**src/rtl/usd_pkg.sv**
```systemverilog
package usd_pkg;

  // default depth of the queue between classifier and decoder
  localparam int unsigned QueueDepth = 2;

  // field widths of one result
  localparam int unsigned CpW   = 21;
  localparam int unsigned LenW  = 3;
  localparam int unsigned SkipW = 8;

  // byte classification constants
  localparam logic [7:0] ContMask = 8'hC0;
  localparam logic [7:0] ContTag  = 8'h80;
  localparam logic [7:0] LeadMin  = 8'hC2;
  localparam logic [7:0] Lead3Min = 8'hE0;
  localparam logic [7:0] Lead4Min = 8'hF0;
  localparam logic [7:0] LeadMax  = 8'hF8;
  localparam logic [5:0] PayMask  = 6'h3F;

  // lower bounds of each sequence length and the top scalar value
  localparam logic [CpW-1:0] Min2      = 21'h00080;
  localparam logic [CpW-1:0] Min3      = 21'h00800;
  localparam logic [CpW-1:0] Min4      = 21'h10000;
  localparam logic [CpW-1:0] MaxScalar = 21'h10FFFF;

  // sequence lengths
  localparam logic [LenW-1:0] Len1 = 3'd1;
  localparam logic [LenW-1:0] Len2 = 3'd2;
  localparam logic [LenW-1:0] Len3 = 3'd3;
  localparam logic [LenW-1:0] Len4 = 3'd4;

  // what the classifier decided a byte is
  typedef enum logic [2:0] {
    CLS_ZERO,
    CLS_CHAR,
    CLS_CONT,
    CLS_STRAY,
    CLS_LEAD2,
    CLS_LEAD3,
    CLS_LEAD4
  } usd_cls_e;

  // one classified byte as it travels through the queue
  typedef struct packed {
    usd_cls_e   cls;
    logic [7:0] data;
    logic       eos;
  } usd_item_t;

  localparam int unsigned ItemW = $bits(usd_item_t);

  // one decoded result
  typedef struct packed {
    logic [SkipW-1:0] skipped_count;
    logic             string_done;
    logic             has_char;
    logic [LenW-1:0]  seq_length;
    logic [CpW-1:0]   code_point;
  } usd_result_t;

endpackage

```
**src/rtl/usd_front.sv**
```systemverilog
module usd_front import usd_pkg::*; (
  input  logic       clk_i,
  input  logic       rst_ni,
  input  logic       cfg_valid_i,
  input  logic       cfg_data_i,
  input  logic [7:0] data_i,
  input  logic       eos_i,
  output usd_item_t  item_o
);

  logic     mode_q;
  usd_cls_e cls;

  // mode register; the user must write it only while idle, the block does not enforce it
  always_ff @(posedge clk_i or negedge rst_ni) begin
    if (!rst_ni) begin
      mode_q <= 1'b0;
    end else if (cfg_valid_i) begin
      mode_q <= cfg_data_i;
    end
  end

  // byte classification
  always_comb begin
    if (data_i == 8'h00) begin
      cls = CLS_ZERO;
    end else if (!mode_q || !data_i[7]) begin
      cls = CLS_CHAR;
    end else if ((data_i & ContMask) == ContTag) begin
      cls = CLS_CONT;
    end else if (data_i < LeadMin || data_i >= LeadMax) begin
      cls = CLS_STRAY;
    end else if (data_i >= Lead4Min) begin
      cls = CLS_LEAD4;
    end else if (data_i >= Lead3Min) begin
      cls = CLS_LEAD3;
    end else begin
      cls = CLS_LEAD2;
    end
  end

  assign item_o.cls  = cls;
  assign item_o.data = data_i;
  assign item_o.eos  = eos_i;

endmodule

```
**src/rtl/usd_fifo.sv**
```systemverilog
module usd_fifo import usd_pkg::*; #(
  parameter int unsigned Width = ItemW,
  parameter int unsigned Depth = QueueDepth
) (
  input  logic             clk_i,
  input  logic             rst_ni,
  input  logic             push_i,
  input  logic [Width-1:0] wdata_i,
  output logic             full_o,
  input  logic             pop_i,
  output logic [Width-1:0] rdata_o,
  output logic             valid_o
);

  localparam int unsigned PtrW = (Depth > 1) ? $clog2(Depth) : 1;
  localparam int unsigned CntW = $clog2(Depth + 1);
  localparam logic [PtrW-1:0] LastPtr = PtrW'(Depth - 1);
  localparam logic [CntW-1:0] FullCnt = CntW'(Depth);

  logic [Width-1:0] mem_q [Depth];
  logic [PtrW-1:0]  wr_ptr_q, wr_ptr_d, rd_ptr_q, rd_ptr_d;
  logic [CntW-1:0]  cnt_q, cnt_d;
  logic             do_push, do_pop;

  assign full_o  = (cnt_q == FullCnt);
  assign valid_o = (cnt_q != '0);
  assign rdata_o = mem_q[rd_ptr_q];
  assign do_push = push_i && !full_o;
  assign do_pop  = pop_i && valid_o;

  // pointer and fill count update
  always_comb begin
    wr_ptr_d = wr_ptr_q;
    rd_ptr_d = rd_ptr_q;
    cnt_d    = cnt_q;
    if (do_push) begin
      wr_ptr_d = (wr_ptr_q == LastPtr) ? '0 : wr_ptr_q + 1'b1;
    end
    if (do_pop) begin
      rd_ptr_d = (rd_ptr_q == LastPtr) ? '0 : rd_ptr_q + 1'b1;
    end
    if (do_push && !do_pop) begin
      cnt_d = cnt_q + 1'b1;
    end else if (do_pop && !do_push) begin
      cnt_d = cnt_q - 1'b1;
    end
  end

  always_ff @(posedge clk_i or negedge rst_ni) begin
    if (!rst_ni) begin
      wr_ptr_q <= '0;
      rd_ptr_q <= '0;
      cnt_q    <= '0;
    end else begin
      wr_ptr_q <= wr_ptr_d;
      rd_ptr_q <= rd_ptr_d;
      cnt_q    <= cnt_d;
    end
  end

  // entry storage
  always_ff @(posedge clk_i) begin
    if (do_push) begin
      mem_q[wr_ptr_q] <= wdata_i;
    end
  end

endmodule

```
**src/rtl/usd_back.sv**
```systemverilog
module usd_back import usd_pkg::*; (
  input  logic        clk_i,
  input  logic        rst_ni,
  input  usd_item_t   item_i,
  input  logic        item_valid_i,
  output logic        item_pop_o,
  output logic        m_valid_o,
  input  logic        m_ready_i,
  output usd_result_t result_o
);

  logic [CpW-1:0]   acc_q, acc_d, acc_ext;
  logic [1:0]       rem_q, rem_d;
  logic [LenW-1:0]  plen_q, plen_d, gathered, add_n;
  logic [SkipW-1:0] skip_q, skip_d, skip_sat;
  logic [SkipW:0]   skip_sum;
  logic             out_valid_q, out_valid_d;
  usd_result_t      result_q, result_d;
  logic             pop, has, done, emit, value_ok;
  logic [CpW-1:0]   cp;
  logic [LenW-1:0]  len;

  assign pop        = item_valid_i && (!out_valid_q || m_ready_i);
  assign item_pop_o = pop;

  assign acc_ext  = {acc_q[CpW-7:0], item_i.data[5:0] & PayMask};
  assign gathered = plen_q - {1'b0, rem_q};

  // range and overlong check of a finished sequence
  always_comb begin
    value_ok = (acc_ext <= MaxScalar);
    if (plen_q >= Len2 && acc_ext < Min2) value_ok = 1'b0;
    if (plen_q >= Len3 && acc_ext < Min3) value_ok = 1'b0;
    if (plen_q >= Len4 && acc_ext < Min4) value_ok = 1'b0;
  end

  // decode step for one classified byte
  always_comb begin
    acc_d  = acc_q;
    rem_d  = rem_q;
    plen_d = plen_q;
    add_n  = '0;
    has    = 1'b0;
    cp     = '0;
    len    = '0;
    if (item_i.cls == CLS_CONT && rem_q != 2'd0) begin
      acc_d = acc_ext;
      rem_d = rem_q - 2'd1;
      if (rem_q == 2'd1) begin
        acc_d  = '0;
        plen_d = '0;
        if (value_ok) begin
          has = 1'b1;
          cp  = acc_ext;
          len = plen_q;
        end else begin
          add_n = plen_q;
        end
      end else if (item_i.eos) begin
        // string ends inside the sequence, drop gathered bytes
        add_n  = gathered + 3'd1;
        acc_d  = '0;
        rem_d  = 2'd0;
        plen_d = '0;
      end
    end else begin
      // any pending sequence is broken by this byte
      if (rem_q != 2'd0) add_n = gathered;
      acc_d  = '0;
      rem_d  = 2'd0;
      plen_d = '0;
      case (item_i.cls)
        CLS_ZERO: begin
        end
        CLS_CHAR: begin
          has = 1'b1;
          cp  = {{(CpW-8){1'b0}}, item_i.data};
          len = Len1;
        end
        CLS_CONT, CLS_STRAY: begin
          add_n = add_n + 3'd1;
        end
        CLS_LEAD2, CLS_LEAD3, CLS_LEAD4: begin
          if (item_i.eos) begin
            add_n = add_n + 3'd1;
          end else if (item_i.cls == CLS_LEAD4) begin
            acc_d  = {{(CpW-3){1'b0}}, item_i.data[2:0]};
            rem_d  = 2'd3;
            plen_d = Len4;
          end else if (item_i.cls == CLS_LEAD3) begin
            acc_d  = {{(CpW-4){1'b0}}, item_i.data[3:0]};
            rem_d  = 2'd2;
            plen_d = Len3;
          end else begin
            acc_d  = {{(CpW-5){1'b0}}, item_i.data[4:0]};
            rem_d  = 2'd1;
            plen_d = Len2;
          end
        end
        default: begin
        end
      endcase
    end
    done = (item_i.cls == CLS_ZERO) || item_i.eos;
    emit = has || done;
  end

  // saturating skip count
  assign skip_sum = {1'b0, skip_q} + {{(SkipW-LenW+1){1'b0}}, add_n};
  assign skip_sat = skip_sum[SkipW] ? {SkipW{1'b1}} : skip_sum[SkipW-1:0];

  // output register and skip counter
  always_comb begin
    skip_d      = skip_q;
    result_d    = result_q;
    out_valid_d = out_valid_q && !m_ready_i;
    if (pop) begin
      out_valid_d = emit;
      if (emit) begin
        skip_d                 = '0;
        result_d.code_point    = cp;
        result_d.seq_length    = len;
        result_d.has_char      = has;
        result_d.string_done   = done;
        result_d.skipped_count = skip_sat;
      end else begin
        skip_d = skip_sat;
      end
    end
  end

  always_ff @(posedge clk_i or negedge rst_ni) begin
    if (!rst_ni) begin
      acc_q       <= '0;
      rem_q       <= 2'd0;
      plen_q      <= '0;
      skip_q      <= '0;
      out_valid_q <= 1'b0;
    end else begin
      out_valid_q <= out_valid_d;
      if (pop) begin
        acc_q  <= acc_d;
        rem_q  <= rem_d;
        plen_q <= plen_d;
        skip_q <= skip_d;
      end
    end
  end

  always_ff @(posedge clk_i) begin
    result_q <= result_d;
  end

  assign m_valid_o = out_valid_q;
  assign result_o  = result_q;

  // a pending sequence always has at least one byte gathered
  a_pending_len: assert property (@(posedge clk_i) disable iff (!rst_ni)
    rem_q != 2'd0 |-> plen_q > {1'b0, rem_q} && plen_q >= Len2)
    else $error("pending length inconsistent with remaining count");

  // an emitted character is in range and has a length
  a_char_ok: assert property (@(posedge clk_i) disable iff (!rst_ni)
    out_valid_q && result_q.has_char |->
      result_q.code_point <= MaxScalar && result_q.seq_length != '0)
    else $error("emitted character out of range");

  // a result without character carries no code point or length and marks a string end
  a_empty_result: assert property (@(posedge clk_i) disable iff (!rst_ni)
    out_valid_q && !result_q.has_char |->
      result_q.string_done && result_q.code_point == '0 && result_q.seq_length == '0)
    else $error("empty result carries data");

  // skip count is cleared once a result is produced
  a_skip_clear: assert property (@(posedge clk_i) disable iff (!rst_ni)
    pop && emit |=> skip_q == '0)
    else $error("skip count not cleared with result");

endmodule

```
**src/rtl/utf8_stream_decoder.sv**
```systemverilog
// UTF-8 stream decoder. Takes one byte per cycle on the slave stream while s_axis_tready
// is high (tlast marks the last byte of a string) and returns at most one result per
// byte on the master stream. Sustained rate is one byte per clock cycle with the output
// free. The figure is set by the decode state (accumulator, remaining count, skip
// counter), which the back end updates once per cycle for one queued byte unless the
// output stalls; the classifier in front feeds a short queue, so an output stall backs
// up into the queue before s_axis_tready drops. cfg_data_i selects the mode (1 decodes
// UTF-8, 0 passes each nonzero byte as one character); write it only while idle.
module utf8_stream_decoder import usd_pkg::*; #(
  parameter int unsigned QDepth = QueueDepth
) (
  input  logic        clk_i,
  input  logic        rst_ni,
  // mode register write
  input  logic        cfg_valid_i,
  output logic        cfg_ready_o,
  input  logic        cfg_data_i,
  // byte input
  input  logic        s_axis_tvalid,
  output logic        s_axis_tready,
  input  logic [7:0]  s_axis_tdata,   // [7:0] data_byte
  input  logic        s_axis_tlast,   // end_of_string
  // result output
  output logic        m_axis_tvalid,
  input  logic        m_axis_tready,
  output logic [31:0] m_axis_tdata,   // [20:0] code_point, [23:21] seq_length,
                                      // [31:24] skipped_count
  output logic        m_axis_tlast,   // string_done
  output logic        m_axis_tuser    // has_char
);

  usd_item_t   front_item, head_item;
  logic [ItemW-1:0] head_bits;
  logic        q_full, q_valid, q_pop;
  usd_result_t result;

  assign cfg_ready_o   = 1'b1;
  assign s_axis_tready = !q_full;

  // classifier and mode register
  usd_front u_front (
    .clk_i       (clk_i),
    .rst_ni      (rst_ni),
    .cfg_valid_i (cfg_valid_i),
    .cfg_data_i  (cfg_data_i),
    .data_i      (s_axis_tdata),
    .eos_i       (s_axis_tlast),
    .item_o      (front_item)
  );

  // queue of classified bytes
  usd_fifo #(
    .Width (ItemW),
    .Depth (QDepth)
  ) u_fifo (
    .clk_i   (clk_i),
    .rst_ni  (rst_ni),
    .push_i  (s_axis_tvalid),
    .wdata_i (front_item),
    .full_o  (q_full),
    .pop_i   (q_pop),
    .rdata_o (head_bits),
    .valid_o (q_valid)
  );

  assign head_item = usd_item_t'(head_bits);

  // decode state and output register
  usd_back u_back (
    .clk_i        (clk_i),
    .rst_ni       (rst_ni),
    .item_i       (head_item),
    .item_valid_i (q_valid),
    .item_pop_o   (q_pop),
    .m_valid_o    (m_axis_tvalid),
    .m_ready_i    (m_axis_tready),
    .result_o     (result)
  );

  assign m_axis_tdata = {result.skipped_count, result.seq_length, result.code_point};
  assign m_axis_tlast = result.string_done;
  assign m_axis_tuser = result.has_char;

endmodule

```
**config.mk**
```make
export PLATFORM = sky130hd
export DESIGN_NAME = utf8_stream_decoder
export DESIGN_NICKNAME = d
export VERILOG_FILES = /design/src/rtl/usd_pkg.sv /design/src/rtl/usd_front.sv /design/src/rtl/usd_fifo.sv /design/src/rtl/usd_back.sv /design/src/rtl/utf8_stream_decoder.sv
export SDC_FILE = /design/constraint.sdc
export NUM_CORES = 1
export LEC_CHECK = 0
export BUFFER_PORTS_ARGS = -buffer_cell sky130_fd_sc_hd__buf_2
export CORE_MARGIN = 2
export CORE_UTILIZATION = 30
export CTS_CLUSTER_SIZE = 16
export DETAILED_ROUTE_END_ITERATION = 8
export MAX_ROUTING_LAYER = met4
export SYNTH_ARGS = -nofsm -noshare
export SYNTH_HDL_FRONTEND = slang
export SYNTH_SLANG_ARGS = --single-unit
```
**constraint.sdc**
```tcl
create_clock -name clk_i -period 3.1 [get_ports clk_i]
set_input_delay 0.31 -clock clk_i [delete_from_list [all_inputs] [get_ports clk_i]]
set_output_delay 0.31 -clock clk_i [all_outputs]
set_load 0.02 [all_outputs]
```
==> flow_summary.ini <==
[status]
status = finished with violations
violations = negative setup slack

[timing]
finClkSkew_ns = 0.00920
worstMarginPinSlew_ns = 0.952
fin_crit_sh = 1.05
worst_slew_margin_rel = 0.363
layout_setup_ws_ns = -0.143
hold_slack_ns = 0.0643
min_period_ns = 3.24
finalSetupViolCount = 15
finalMaxSlewViolations = 0
rsz0062_at_grt = yes
hold_viol = 0
clock.fmax_mhz = 308

[drt]
routed_wl_um = 9520
dr_total_vias = 3038
dr.pass1.iters = 4
ant_nets = 0
drt_drc_violations_left = 0
wl_per_cell_um = 14.8
dr.first_iter.drc_count = 140
viasPerCell = 4.73

[cts]
cts.reportedPaths.clkPinSlew_ns = 0.07
clockRootBuffer = clkbuf_16
cts_tree = yes
cts_sinks = 92
htreeDepth = 3
cts_buffers = 9
postCtsHoldBufs = 0
clk-insertion-delay-late_ns = 0.35
cts.path.max_buffers = 2

[layout]
final_nets = 483
utilization = 0.396
instances_no_fill = 642
fin_area_mm2 = 0.00554
areaGrowthSynthToFinish_pct = 27.8
fill_cells = 1381
antennaDiodeCount = 0
final_layout_size_suffix_gt1_frac = 0.342

[setup_path]
cp-end-kind = flip-flop
r2r_cells = 15
cp_data_arrival_time_ns = 3.48
worst_setup_path_start_kind = flip-flop
r2r_start = u_back.plen_q[0]
cp-startpoint = u_back.plen_q[0]
path_class = reg -> reg
worstPathRequired_ns = 3.33
cp_max_fo = 4

[yosys]
synth.avg_cell_area_um2 = 12.0
yosys-top-cells-count = edfxtp_1, nand2_1, dfrtp_1
syn_nets = 388
synthDistinctLibCells = 56
synthCells = 362
ys_seq_elements = 92
synth_area_mm2 = 0.00434
yosysTopAreaCell = edfxtp_1
synth.most_common_cell = edfxtp_1
ys_warn_count = 0
synth_ff_type = edfxtp_1
synth_edf_count = 58
synth.area.top_cells = edfxtp_1, dfrtp_1, nand2_1, ha_1, o21ai_0
ys_seq_area_frac = 0.598
synth_top_area_share = 0.402
synth-async-reset-ratio = 0.370

[global_routing]
track_usage = 0.130
grt_pass1_wl_um = 15600
antenna_found_initial = 0
grt_max_degree = 35
grt-ovfl-total = 0
first_global_vias = 3066

[power_and_ir_drop]
p_leak_uw = 0.00231
finalPower_uw = 5430
power_switching_share = 0.381
ir_drop_uv = 298
p_clk_frac = 0.188
internal-power_uw = 3360
p_seq_frac = 0.366
pwr-share-comb = 0.447
power_density_mw_per_mm2 = 981
p_switching_uw = 2070

[die]
die-height_um = 124
rows = 43
top_level_ports = 52
dieArea_mm2 = 0.0154
coreArea_mm2 = 0.0140
initial_core_util = 0.310
die_x_um = 124

[place]
gp_congestion = 0.853
place_area_mm2 = 0.00513
dp.cells = 622
port_buffers = 50
dp_hpwl_um = 6930

[job]
maxCapViolCount = 0

[min_path]
min_path_type = in -> async
==> per-layer routing <==
layer	GRT usage	vias up	share of wire
met5	-	-	0
met4	0.0654	0	0.023
met3	0.0318	15	0.046
met2	0.196	61	0.48
met1	0.164	1460	0.46
li1	-	1502	-
==> path summary, 6_finish.rpt <==
path	slack (ns)	end
worst max-delay path	-0.14	u_back.skip_q[5]
worst min-delay path	0.06	u_back.skip_q[3]
worst max register to register	-0.14	u_back.skip_q[5]
worst min register to register	0.49	u_back.acc_q[11]
max in group asynchronous	2.45	u_fifo.rd_ptr_q
min in group clk_i	0.15	u_fifo.mem_q[0][0]
==> state kept, by name (all words and copies together), names as in the netlist <==
register and flops:
u_back.acc_q 15, u_back.plen_q 3, u_fifo.rd_ptr_q 1, u_back.m_valid_o 1, u_fifo.cnt_q 2, u_back.result_o 34
u_fifo.mem_q 24, u_back.rem_q 2, u_fifo.wr_ptr_q 1, u_back.skip_q 8, u_front.mode_q 1
==> cells by family after synthesis <==
kind of cell               count (synthesis)  share of synthesized area
xor gates and xnor gates                  14                     0.0283
AOI/OAI and AO/OA                         75                      0.130
DFF                                       92                      0.598
buffers and inverters                     31                     0.0280
muxes                                     15                     0.0367
adders and majority gates                 11                     0.0352
other                                      1                   0.000865
and+or+nand+nor                          123                      0.143
==> repair_timing <==
item | 4_1_cts | 5_1_grt
endpoints found under the setup margin | 16 | 16
resized for setup | 12 | 15
pin swaps | 2 | 8
hold endpoints to repair | 0 | 0
setup buffers | 1 | 3
==> placed cells by master, fill, tap and decap left out, drive strengths merged, types with 5 or more instances in the layout <==
master / instances
buf: 98
edfxtp: 58
nand2: 45
dfrtp: 34
nor2: 23
o21ai: 21
inv: 18
and2: 15
clkbuf: 11
a22o: 10
a21oi: 10
ha: 9
xnor2: 8
mux2i: 8
mux2: 7
xor2: 6
nor2b: 6
a21o: 5
nand2b: 5
nor4: 5
nor3: 5
==> area by class of cell <==
cell class | instances | area (um^2) | share of cell area
clock inverter | 5 | 36.3 | 0.00655
multi-input combinational | 239 | 1770 | 0.319
clock buffer | 11 | 233 | 0.0420
tap | 180 | 225 | 0.0407
inverter | 17 | 63.8 | 0.0115
timing repair buffer | 98 | 618 | 0.112
sequential | 92 | 2590 | 0.468
==> per-stage QoR <==
stage / setup TNS [ns] / worst slack (ns)
global placement: -2.85 / -0.301
CTS: -1.02 / -0.146
floorplan: -0.0970 / -0.0400
global route: -4.14 / -0.325
detailed placement: -3.60 / -0.346
finish: -1.47 / -0.143
==> power by group through the flow <==
stage	Sequential [uW]	Combinational, uW	Clock (uW)
after floorplan	2270	1190	0
after detailed placement	2010	2290	0
after CTS	1990	2360	1040
final	1990	2430	1020
after global routing	2030	2660	1090
after global placement	2000	2260	0
==> critical path: stages, from the launching register on <==
cell      delay (ns)
dfrtp_1         0.38
inv_2           0.07
ha_4            0.12
inv_2           0.03
fa_1            0.46
ha_2            0.21
xor2_2          0.19
a21o_1          0.18
a311oi_2        0.24
a21oi_1         0.08
ha_2            0.33
a21o_1          0.23
nand3_2         0.11
nand2_2         0.06
mux2_4          0.26
a22o_1          0.17
Note: power is estimated with default switching activity, not from simulation.
